[src/hw/rtl/dvpd_pkg.sv]
// Package for the delta varint position decoder: transaction types and coding constants.
// Depends on nothing; used by delta_varint_position_decoder.
`timescale 1ns / 1ps
`default_nettype none

package dvpd_pkg;

	// One byte of the packed delta stream.
	typedef struct packed {
		logic [7:0] data_byte;
		logic       end_of_run;
	} byte_item_t;

	// One decoded result.
	typedef struct packed {
		logic [31:0] position;
		logic        has_position;
		logic        run_done;
		logic        stopped_early;
	} result_item_t;

	// Lead byte ranges of the UTF-8 style coding.
	localparam logic [7:0] ASCII_MIN = 8'h00;
	localparam logic [7:0] ASCII_MAX = 8'h7F;
	localparam logic [7:0] LEAD2_MIN = 8'hC2;
	localparam logic [7:0] LEAD2_MAX = 8'hDF;
	localparam logic [7:0] LEAD3_MIN = 8'hE0;
	localparam logic [7:0] LEAD3_MAX = 8'hEF;
	localparam logic [7:0] LEAD4_MIN = 8'hF0;
	localparam logic [7:0] LEAD4_MAX = 8'hF7;

	// Payload masks of the lead bytes.
	localparam logic [7:0] LEAD2_MASK = 8'h1F;
	localparam logic [7:0] LEAD3_MASK = 8'h0F;
	localparam logic [7:0] LEAD4_MASK = 8'h07;

	// Continuation bytes are 10xxxxxx.
	localparam logic [7:0] CONT_MASK = 8'hC0;
	localparam logic [7:0] CONT_TAG  = 8'h80;

	// Overlong 3-byte and 4-byte forms.
	localparam logic [7:0] OVERLONG3_LEAD = 8'hE0;
	localparam logic [7:0] OVERLONG3_MIN  = 8'hA0;
	localparam logic [7:0] OVERLONG4_LEAD = 8'hF0;
	localparam logic [7:0] OVERLONG4_MIN  = 8'h90;

	localparam int unsigned DELTA_W = 21;
	localparam int unsigned POS_W   = 32;

endpackage

`default_nettype wire

[src/hw/rtl/delta_varint_position_decoder.sv]
// Delta varint position decoder: top level with input register, decode logic and result register.
// Depends on dvpd_pkg for the transaction types and the coding constants.
//
//  Channel | Valid         | Stall        | Payload                      | Direction
//  byte    | byte_valid    | byte_stall   | byte_data   (byte_item_t)    | into block
//  result  | result_valid  | result_stall | result_data (result_item_t)  | out of block
//
// One byte is accepted per cycle while byte_stall is low; it goes through the input register,
// the decode stage (single decode state update, 32-bit position adder) and the result register.
// Bytes that produce no result pass the decode stage even while the result register is held.
// Reset (arst_n low) clears the decode state and both valid flags at once.
// A held result register stalls the input register only when its byte yields a result.
`timescale 1ns / 1ps
`default_nettype none

module delta_varint_position_decoder (
	input  wire logic                   clk,
	input  wire logic                   arst_n,
	input  wire logic                   byte_valid,
	output logic                        byte_stall,
	input  wire dvpd_pkg::byte_item_t   byte_data,
	output logic                        result_valid,
	input  wire logic                   result_stall,
	output dvpd_pkg::result_item_t      result_data
);

	// Input register.
	logic                   valid_s1;
	dvpd_pkg::byte_item_t   item_s1;

	// Decode state.
	logic [7:0]                     lead_q;
	logic [dvpd_pkg::DELTA_W-1:0]   partial_q;
	logic [1:0]                     left_q;
	logic [1:0]                     seen_q;
	logic [dvpd_pkg::POS_W-1:0]     pos_q;
	logic                           halted_q;

	// Next state and decode results.
	logic [7:0]                     lead_n;
	logic [dvpd_pkg::DELTA_W-1:0]   partial_n;
	logic [dvpd_pkg::DELTA_W-1:0]   partial_cat;
	logic [dvpd_pkg::DELTA_W-1:0]   delta;
	logic [1:0]                     left_n;
	logic [1:0]                     seen_n;
	logic [dvpd_pkg::POS_W-1:0]     pos_n;
	logic                           halted_n;
	logic                           got;
	logic                           bad;
	logic                           produce;
	logic                           advance;
	logic                           out_free;
	logic                           accept;
	logic [7:0]                     b;
	dvpd_pkg::result_item_t         result_n;

	assign b         = item_s1.data_byte;
	assign out_free  = !result_valid || !result_stall;
	assign produce   = got || item_s1.end_of_run;
	assign advance   = valid_s1 && (!produce || out_free);
	assign byte_stall = valid_s1 && !advance;
	assign accept    = byte_valid && !byte_stall;

	// Decode one byte against the current state.
	always_comb begin
		got         = 1'b0;
		bad         = 1'b0;
		delta       = '0;
		lead_n      = lead_q;
		partial_n   = partial_q;
		left_n      = left_q;
		seen_n      = seen_q;
		halted_n    = halted_q;
		pos_n       = pos_q;
		partial_cat = {partial_q[dvpd_pkg::DELTA_W-7:0], b[5:0]};
		if (!halted_q) begin
			if (left_q == 2'd0) begin
				case (b) inside
					[dvpd_pkg::ASCII_MIN:dvpd_pkg::ASCII_MAX]: begin
						delta = {{(dvpd_pkg::DELTA_W-8){1'b0}}, b};
						got   = 1'b1;
					end
					[dvpd_pkg::LEAD2_MIN:dvpd_pkg::LEAD2_MAX]: begin
						lead_n    = b;
						seen_n    = 2'd0;
						partial_n = {{(dvpd_pkg::DELTA_W-8){1'b0}}, b & dvpd_pkg::LEAD2_MASK};
						left_n    = 2'd1;
					end
					[dvpd_pkg::LEAD3_MIN:dvpd_pkg::LEAD3_MAX]: begin
						lead_n    = b;
						seen_n    = 2'd0;
						partial_n = {{(dvpd_pkg::DELTA_W-8){1'b0}}, b & dvpd_pkg::LEAD3_MASK};
						left_n    = 2'd2;
					end
					[dvpd_pkg::LEAD4_MIN:dvpd_pkg::LEAD4_MAX]: begin
						lead_n    = b;
						seen_n    = 2'd0;
						partial_n = {{(dvpd_pkg::DELTA_W-8){1'b0}}, b & dvpd_pkg::LEAD4_MASK};
						left_n    = 2'd3;
					end
					default: begin
						halted_n = 1'b1;
					end
				endcase
			end else begin
				bad = (b & dvpd_pkg::CONT_MASK) != dvpd_pkg::CONT_TAG;
				if (seen_q == 2'd0) begin
					if (lead_q == dvpd_pkg::OVERLONG3_LEAD && b < dvpd_pkg::OVERLONG3_MIN) begin
						bad = 1'b1;
					end
					if (lead_q == dvpd_pkg::OVERLONG4_LEAD && b < dvpd_pkg::OVERLONG4_MIN) begin
						bad = 1'b1;
					end
				end
				if (bad) begin
					halted_n  = 1'b1;
					left_n    = 2'd0;
					seen_n    = 2'd0;
					partial_n = '0;
				end else begin
					left_n = left_q - 2'd1;
					seen_n = seen_q + 2'd1;
					if (left_n == 2'd0) begin
						delta     = partial_cat;
						got       = 1'b1;
						partial_n = '0;
						seen_n    = 2'd0;
					end else begin
						partial_n = partial_cat;
					end
				end
			end
			if (got) begin
				pos_n = pos_q + {{(dvpd_pkg::POS_W-dvpd_pkg::DELTA_W){1'b0}}, delta};
			end
		end
	end

	// Result item for this byte.
	always_comb begin
		result_n.position      = got ? pos_n : '0;
		result_n.has_position  = got;
		result_n.run_done      = item_s1.end_of_run;
		result_n.stopped_early = item_s1.end_of_run && (halted_n || left_n != 2'd0);
	end

	// Input register.
	always_ff @(posedge clk or negedge arst_n) begin
		if (!arst_n) begin
			valid_s1 <= 1'b0;
		end else if (accept) begin
			valid_s1 <= 1'b1;
		end else if (advance) begin
			valid_s1 <= 1'b0;
		end
	end

	always_ff @(posedge clk) begin
		if (accept) begin
			item_s1 <= byte_data;
		end
	end

	// Decode state; everything is cleared at the end of a run.
	always_ff @(posedge clk or negedge arst_n) begin
		if (!arst_n) begin
			lead_q    <= '0;
			partial_q <= '0;
			left_q    <= '0;
			seen_q    <= '0;
			pos_q     <= '0;
			halted_q  <= 1'b0;
		end else if (advance) begin
			if (item_s1.end_of_run) begin
				lead_q    <= '0;
				partial_q <= '0;
				left_q    <= '0;
				seen_q    <= '0;
				pos_q     <= '0;
				halted_q  <= 1'b0;
			end else begin
				lead_q    <= lead_n;
				partial_q <= partial_n;
				left_q    <= left_n;
				seen_q    <= seen_n;
				pos_q     <= pos_n;
				halted_q  <= halted_n;
			end
		end
	end

	// Result register.
	always_ff @(posedge clk or negedge arst_n) begin
		if (!arst_n) begin
			result_valid <= 1'b0;
		end else if (advance && produce) begin
			result_valid <= 1'b1;
		end else if (!result_stall) begin
			result_valid <= 1'b0;
		end
	end

	always_ff @(posedge clk) begin
		if (advance && produce) begin
			result_data <= result_n;
		end
	end

`ifndef NO_ASSERTIONS
	// A halted decoder is never inside a multi-byte sequence.
	a_halted_no_seq: assert property (@(posedge clk) disable iff (!arst_n)
		halted_q |-> left_q == 2'd0)
		else $error("halted while a sequence is open");

	// Outside a sequence no continuation bytes are counted.
	a_seen_idle: assert property (@(posedge clk) disable iff (!arst_n)
		left_q == 2'd0 |-> seen_q == 2'd0)
		else $error("continuation count left over");

	// An early stop is only reported with the end of a run.
	a_stop_with_end: assert property (@(posedge clk) disable iff (!arst_n)
		result_valid && result_data.stopped_early |-> result_data.run_done)
		else $error("early stop without end of run");

	// Only a byte that yields a result can be held back by the output.
	a_stall_cause: assert property (@(posedge clk) disable iff (!arst_n)
		byte_stall |-> valid_s1 && produce && result_valid && result_stall)
		else $error("input stalled without cause");

	// The position is zero unless a delta was completed.
	a_pos_zero: assert property (@(posedge clk) disable iff (!arst_n)
		result_valid && !result_data.has_position |-> result_data.position == '0)
		else $error("position set without a completed delta");
`endif

endmodule

`default_nettype wire
[config.mk]
export PLATFORM = sky130hd
export DESIGN_NAME = delta_varint_position_decoder
export DESIGN_NICKNAME = d
export VERILOG_FILES = /design/src/hw/rtl/dvpd_pkg.sv /design/src/hw/rtl/delta_varint_position_decoder.sv
export SDC_FILE = /design/constraint.sdc
export NUM_CORES = 1
export LEC_CHECK = 0
export BUFFER_PORTS_ARGS = -buffer_cell sky130_fd_sc_hd__buf_2
export CAP_MARGIN = 40
export CELL_PAD_IN_SITES_DETAIL_PLACEMENT = 1
export CELL_PAD_IN_SITES_GLOBAL_PLACEMENT = 1
export CORE_MARGIN = 4
export CORE_UTILIZATION = 51
export DETAILED_ROUTE_END_ITERATION = 7
export GPL_TIMING_DRIVEN = 1
export PLACE_DENSITY = 0.9
export SYNTH_ARGS = -nofsm -noshare
export SYNTH_HDL_FRONTEND = slang
export SYNTH_SLANG_ARGS = --single-unit
[constraint.sdc]
create_clock -name clk -period 6.75 [get_ports clk]
set_input_delay 0.675 -clock clk [delete_from_list [all_inputs] [get_ports clk]]
set_output_delay 0.675 -clock clk [all_outputs]
set_load 0.05 [all_outputs]
== Yosys cells after proc, flatten, opt, wreduce, memory -nomap -nowiden ==
Index checks and enable logic that the tools add are counted.
Word-level totals
  flip-flop bits (word level): 106
  input port bits: 13
  output and inout port bits: 37
  logic and storage cells: 128
Cells by class
  $add $sub $neg: 3
  $lt $le $gt $ge: 10
  eq/ne operators: 8
  multiplexer cells: 64
  reduce and logical (&&, ||, !) cells: 29
Operators with widths (count)
  15-bit 2-to-1 mux: 9
  32-bit 2-to-1 mux: 3
  21-bit 2-to-1 mux: 4
  8-bit 2-to-1 mux: 8
  2-bit 2-to-1 mux: 17
  32-bit by 21-bit adder with 32-bit output: 1
  8-bit >= comparator (second input constant): 3
  8-bit <= comparator (second input constant): 3
  1-bit 2-to-1 mux: 23
  8-bit == test (second input constant): 2
  8-bit less-than comparator (second input constant): 2
  1-bit logical AND: 11
  8-bit by 1-bit >= comparator with 1-bit output (second input constant): 1
  8-bit by 7-bit <= comparator with 1-bit output (second input constant): 1
  2-bit zero test: 3
  2-bit != test (second input constant): 3
  2-bit nonzero test: 3
  1-bit zero test: 5
  5-bit by 2-bit != test with 1-bit output (second input constant): 1
  5-bit AND reduction: 1
  1-bit logical OR: 4
  4-bit AND reduction: 1
  4-bit nonzero test: 1
  3-bit != test (second input constant): 1
  other kinds (3): 3

== Logic depth before layout (Yosys ltp) ==
  depth after elaboration: 20
  gate-level depth with buffers: 16
  gate-level depth less buffers: 16

== Worst setup path before layout ==
OpenSTA, ideal clock, no wires.
  path kind: flip-flop to flip-flop
  start: register left_q[0]
  end: register result_data[33] (netlist bit), data pin
  setup time: 266 ps
  arrival: 3644 ps
  data required time: 6484 ps
  setup slack: 2840 ps
  stages on the path, launching flop included: 17
  path buffers: 1
  clock period less this slack: 3910 ps
  cells stage by stage: dfrtp_1 -> inv_1 -> ha_1 -> clkbuf_1 -> inv_1 -> o2bb2ai_2 -> and2_1 -> ha_1 -> inv_1 -> fa_1 -> nor2b_1 -> o31ai_1 -> a2111oi_4 -> o2111ai_4 -> a2111oi_4 -> xnor2_1 -> nor2_1
On the way
  word-level cells in the longest chain between the ends: 9
  elaborated cells on any way between the ends: 15
  those cells by class: add/sub (2); mux (11); reduce/logical (2)
RTL lines
  from (decl): RTL line delta_varint_position_decoder.sv:34  | logic [1:0] left_q;
  from (signal assigned): RTL line delta_varint_position_decoder.sv:184  | left_q <= left_n;
  2-bit by 1-bit subtractor with 2-bit output: RTL line delta_varint_position_decoder.sv:121  | left_n = left_q - 2'd1;
  2-bit zero test: RTL line delta_varint_position_decoder.sv:123  | if (left_n == 2'd0) begin
  21-bit 2-to-1 mux: RTL line delta_varint_position_decoder.sv:123
  21-bit 2-to-1 mux: RTL line delta_varint_position_decoder.sv:115  | if (bad) begin
  21-bit 2-to-1 mux: RTL line delta_varint_position_decoder.sv:77  | if (left_q == 2'd0) begin
  21-bit 2-to-1 mux: RTL line delta_varint_position_decoder.sv:76  | if (!halted_q) begin
  32-bit by 21-bit adder with 32-bit output: RTL line delta_varint_position_decoder.sv:134  | pos_n = pos_q + {{(dvpd_pkg::POS_W-dvpd_pkg::DELTA_W){1'b0}}, delta};
  32-bit 2-to-1 mux: RTL line delta_varint_position_decoder.sv:133  | if (got) begin
  32-bit 2-to-1 mux: RTL line delta_varint_position_decoder.sv:76
  to (signal assigned): RTL line delta_varint_position_decoder.sv:205  | result_data <= result_n;
  to (decl): RTL line delta_varint_position_decoder.sv:24  | output dvpd_pkg::result_item_t result_data
Parallel ways exist; a longest one is shown, timed or not. The select of a mux whose other input is x is not followed.
A chain may end at the register's enable or synchronous reset.

== Worst setup path in the final report ==
Ends and elaborated chain as after synthesis.

==> flow_metrics.tcl <==
set metrics [dict create \
    io_pins 50 \
    switching_share_pct 37.4 \
    cts_setup_buffers 0 \
    instances_no_fill 764 \
    clkSlewWorstSetupHoldPaths_ns 0.07 \
    fin_tns_setup_ns 0 \
    multiInputGateArea_um2 2750 \
    hp-start "lead_q[6]" \
    viasPerCell 6.35 \
    core.rowCount 38 \
    drv_slew 0 \
    area_growth_pct 11.9 \
    ys_seq_area_share_pct 49.5 \
    finalWeightedCongestion 0.919 \
    ff_latch_area_um2 2870 \
    coreArea_um2 11000 \
    finalCritPeriodShare_pct 73.4 \
    worstHoldPathType "flip-flop to flip-flop" \
    die_h_um 115 \
    hold_slack_ns 0.486 \
    crit_fanout 16 \
    cts_tree "done" \
    rr_startpoint "left_q[0]" \
    synthFlopType "dfrtp_1" \
    drive_gt1_share_pct 14.1 \
    final_util_pct 59.2 \
    pre_cts_slack_ns 1.86 \
    drt_first_pass_iters 5 \
    io_buffers 49 \
    antenna_cells 0 \
    synth.most_common_cell "dfrtp_1" \
    required_ns 6.84 \
    cts_max_level 3 \
    cts_hold_buf 0 \
    drv_cap 0 \
    p_leak_nw 2.76 \
    synth_top_cell_area_share_pct 26.7 \
    grt_max_degree 63 \
    wire_per_inst_um 21.4 \
    ys_top_cells_by_area "dfrtp_1 27%, edfxtp_1 23%, ha_1 5.2%" \
    synth_largest_area_cell "dfrtp_1" \
    ant_nets 0 \
    syn_area_um2 5810 \
    die_x_um 115 \
    dp_cells 748 \
    vias 4848 \
    maxSlewHeadroom_pct 32.9 \
    p_int_mw 1.21 \
    syn_avg_cell_area_um2 10.2 \
    grt_pass1_vias 5126 \
    synth_seq_cells 106 \
    nets 657 \
    p_sw_mw 0.721 \
    grt-ovfl-total 0 \
    seqPwrFrac_pct 44.3 \
    comb_power_share_pct 28.7 \
    post-dp-hpwl_um 11700 \
    critPathArrivalTime_ns 5.04 \
    rsz0062_at_grt "false" \
    clockRootBuffer "clkbuf_16" \
    synth.distinct_cells 67 \
    synth_common_cells "62 x dfrtp_1, 51 x nand2_1, 44 x edfxtp_1" \
    fillCellCount 1238 \
    p_per_area_nw_per_um2 296 \
    worst_setup_path_end_kind "flip-flop" \
    cts_buffer_depth 2 \
    hold_viol 0 \
    crit_type "flip-flop to flip-flop" \
    drcViolationCount 0 \
    grt.total_usage_pct 26.0 \
    initialDrtViolationCount 324 \
    grt_pass1_wl_um 26900 \
    max_freq_mhz 202 \
    status "finished clean" \
    wirelength_um 16400 \
    clkPwrFrac_pct 27.1 \
    cts_resized 0 \
    clk_latency_ns 0.36 \
    skew_ns 0.00875 \
    synth_cells 571 \
    crit_start "left_q[0]" \
    numCtsBuffers 9 \
    synth_edf_count 44 \
    start_util_pct 52.9 \
    worst_slack_ns 1.80 \
    synth_fp_nets 609 \
    min_period_ns 4.95 \
    critPathLaunchType "flip-flop" \
    cts.sinks 106 \
    async_flop_share_pct 58.5 \
    setup_viol 0 \
    tightest_slew_ns 1.00 \
    dieArea_um2 13200 \
    antenna_found_initial 0 \
    yosys_warnings 0 \
    ir_drop_mv 0.176 \
]
## metrics by stage
step / cell area [µm²] / power, mW
floorplan: 5810 / 1.24
global placement: 6200 / 1.37
detailed placement: 6210 / 1.41
CTS: 6500 / 1.93
global route: 6500 / 2.02
finish: 6500 / 1.93
## cells by family after synthesis
| family | synth area share (%) |
|---|---|
| and+or+nand+nor | 16.6 |
| AOI/OAI and AO/OA | 21.7 |
| DFF | 49.5 |
| buffers and inverters | 3.17 |
| adders and majority gates | 5.51 |
| xor gates and xnor gates | 2.87 |
| muxes | 0.711 |
## worst max-delay path, cell delays in order (launching register included)
cell and delay, ns:
dfrtp_1 0.39, inv_1 0.10, ha_1 0.35, nor3b_2 0.73, o2bb2ai_2 0.32, and2_1 0.19, ha_1 0.17, inv_1 0.06
fa_1 0.39, nor2b_1 0.24, o31ai_1 0.24, a2111oi_4 0.58, o2111ai_4 0.24, a2111oi_4 0.47, xnor2_1 0.16, nor2_1 0.05
## final cells by class
class / count / share of cell area (%)
Sequential cell: 106 / 44.2
Inverter: 28 / 1.62
Tap cell: 140 / 2.69
Clock buffer: 11 / 3.91
Timing Repair Buffer: 57 / 4.70
Multi-Input combinational cell: 417 / 42.3
Clock inverter: 5 / 0.558
## power by group through the flow
stage | sequential (mW) | combinational [mW] | clock (mW)
6_report | 0.853 | 0.552 | 0.521
4_1_cts | 0.852 | 0.553 | 0.529
5_1_grt | 0.864 | 0.598 | 0.554
3_5_place_dp | 0.863 | 0.544 | 0
2_1_floorplan | 0.956 | 0.280 | 0
3_3_place_gp | 0.854 | 0.519 | 0
## flip-flops by register name, summed over array words and instances, names as in the netlist
name / count
b: 8
result_valid: 1
valid_s1: 1
partial_q: 15
left_q: 2
seen_q: 2
pos_q: 32
halted_q: 1
item_s1: 1
result_data: 35
lead_q: 8
## cell usage in the layout (no fill, tap or decap), types with 3 or more instances in the layout
cell type / netlist / layout
dfrtp_1: 62 / 62
nand2_1: 51 / 51
buf_2: 3 / 49
edfxtp_1: 44 / 44
nor2_1: 41 / 41
a21oi_1: 38 / 38
o21ai_0: 35 / 35
a22o_1: 30 / 30
inv_1: 25 / 25
ha_1: 24 / 24
and3_1: 19 / 19
nor3_1: 18 / 18
nand3_1: 17 / 17
xnor2_1: 13 / 13
o21a_1: 11 / 11
or3_1: 10 / 10
clkbuf_16: 0 / 10
o31ai_1: 8 / 8
o211ai_1: 8 / 8
buf_4: 0 / 8
and2_1: 7 / 7
a211oi_1: 7 / 7
a21o_1: 7 / 7
nor2b_1: 6 / 6
nand2b_1: 6 / 6
xor2_1: 6 / 6
nand4_1: 4 / 4
a31oi_1: 4 / 4
mux2i_1: 3 / 3
nor4_1: 3 / 3
o21ai_1: 3 / 3
## final timing paths
kind                                   endpoint  slack, ns  cells past startpoint
worst max-delay path            result_data[33]       1.80                     15
worst min-delay path                  lead_q[6]       0.49                      1
worst max register to register  result_data[33]       1.80                     15
worst min register to register        lead_q[6]       0.49                      1
max in group asynchronous             seen_q[1]       5.69                      2
min in group asynchronous              pos_q[8]       0.50                      2
## routing by layer
metal | share of wire (%) | vias to the layer above | global-route usage [%]
met5 | 0 | - | 0
met4 | 2.7 | 0 | 9.86
met3 | 4.1 | 32 | 3.44
met2 | 50 | 134 | 44.9
met1 | 43 | 2460 | 33.4
li1 | - | 2222 | -
No activity file was read; power rests on OpenSTA's default activity.
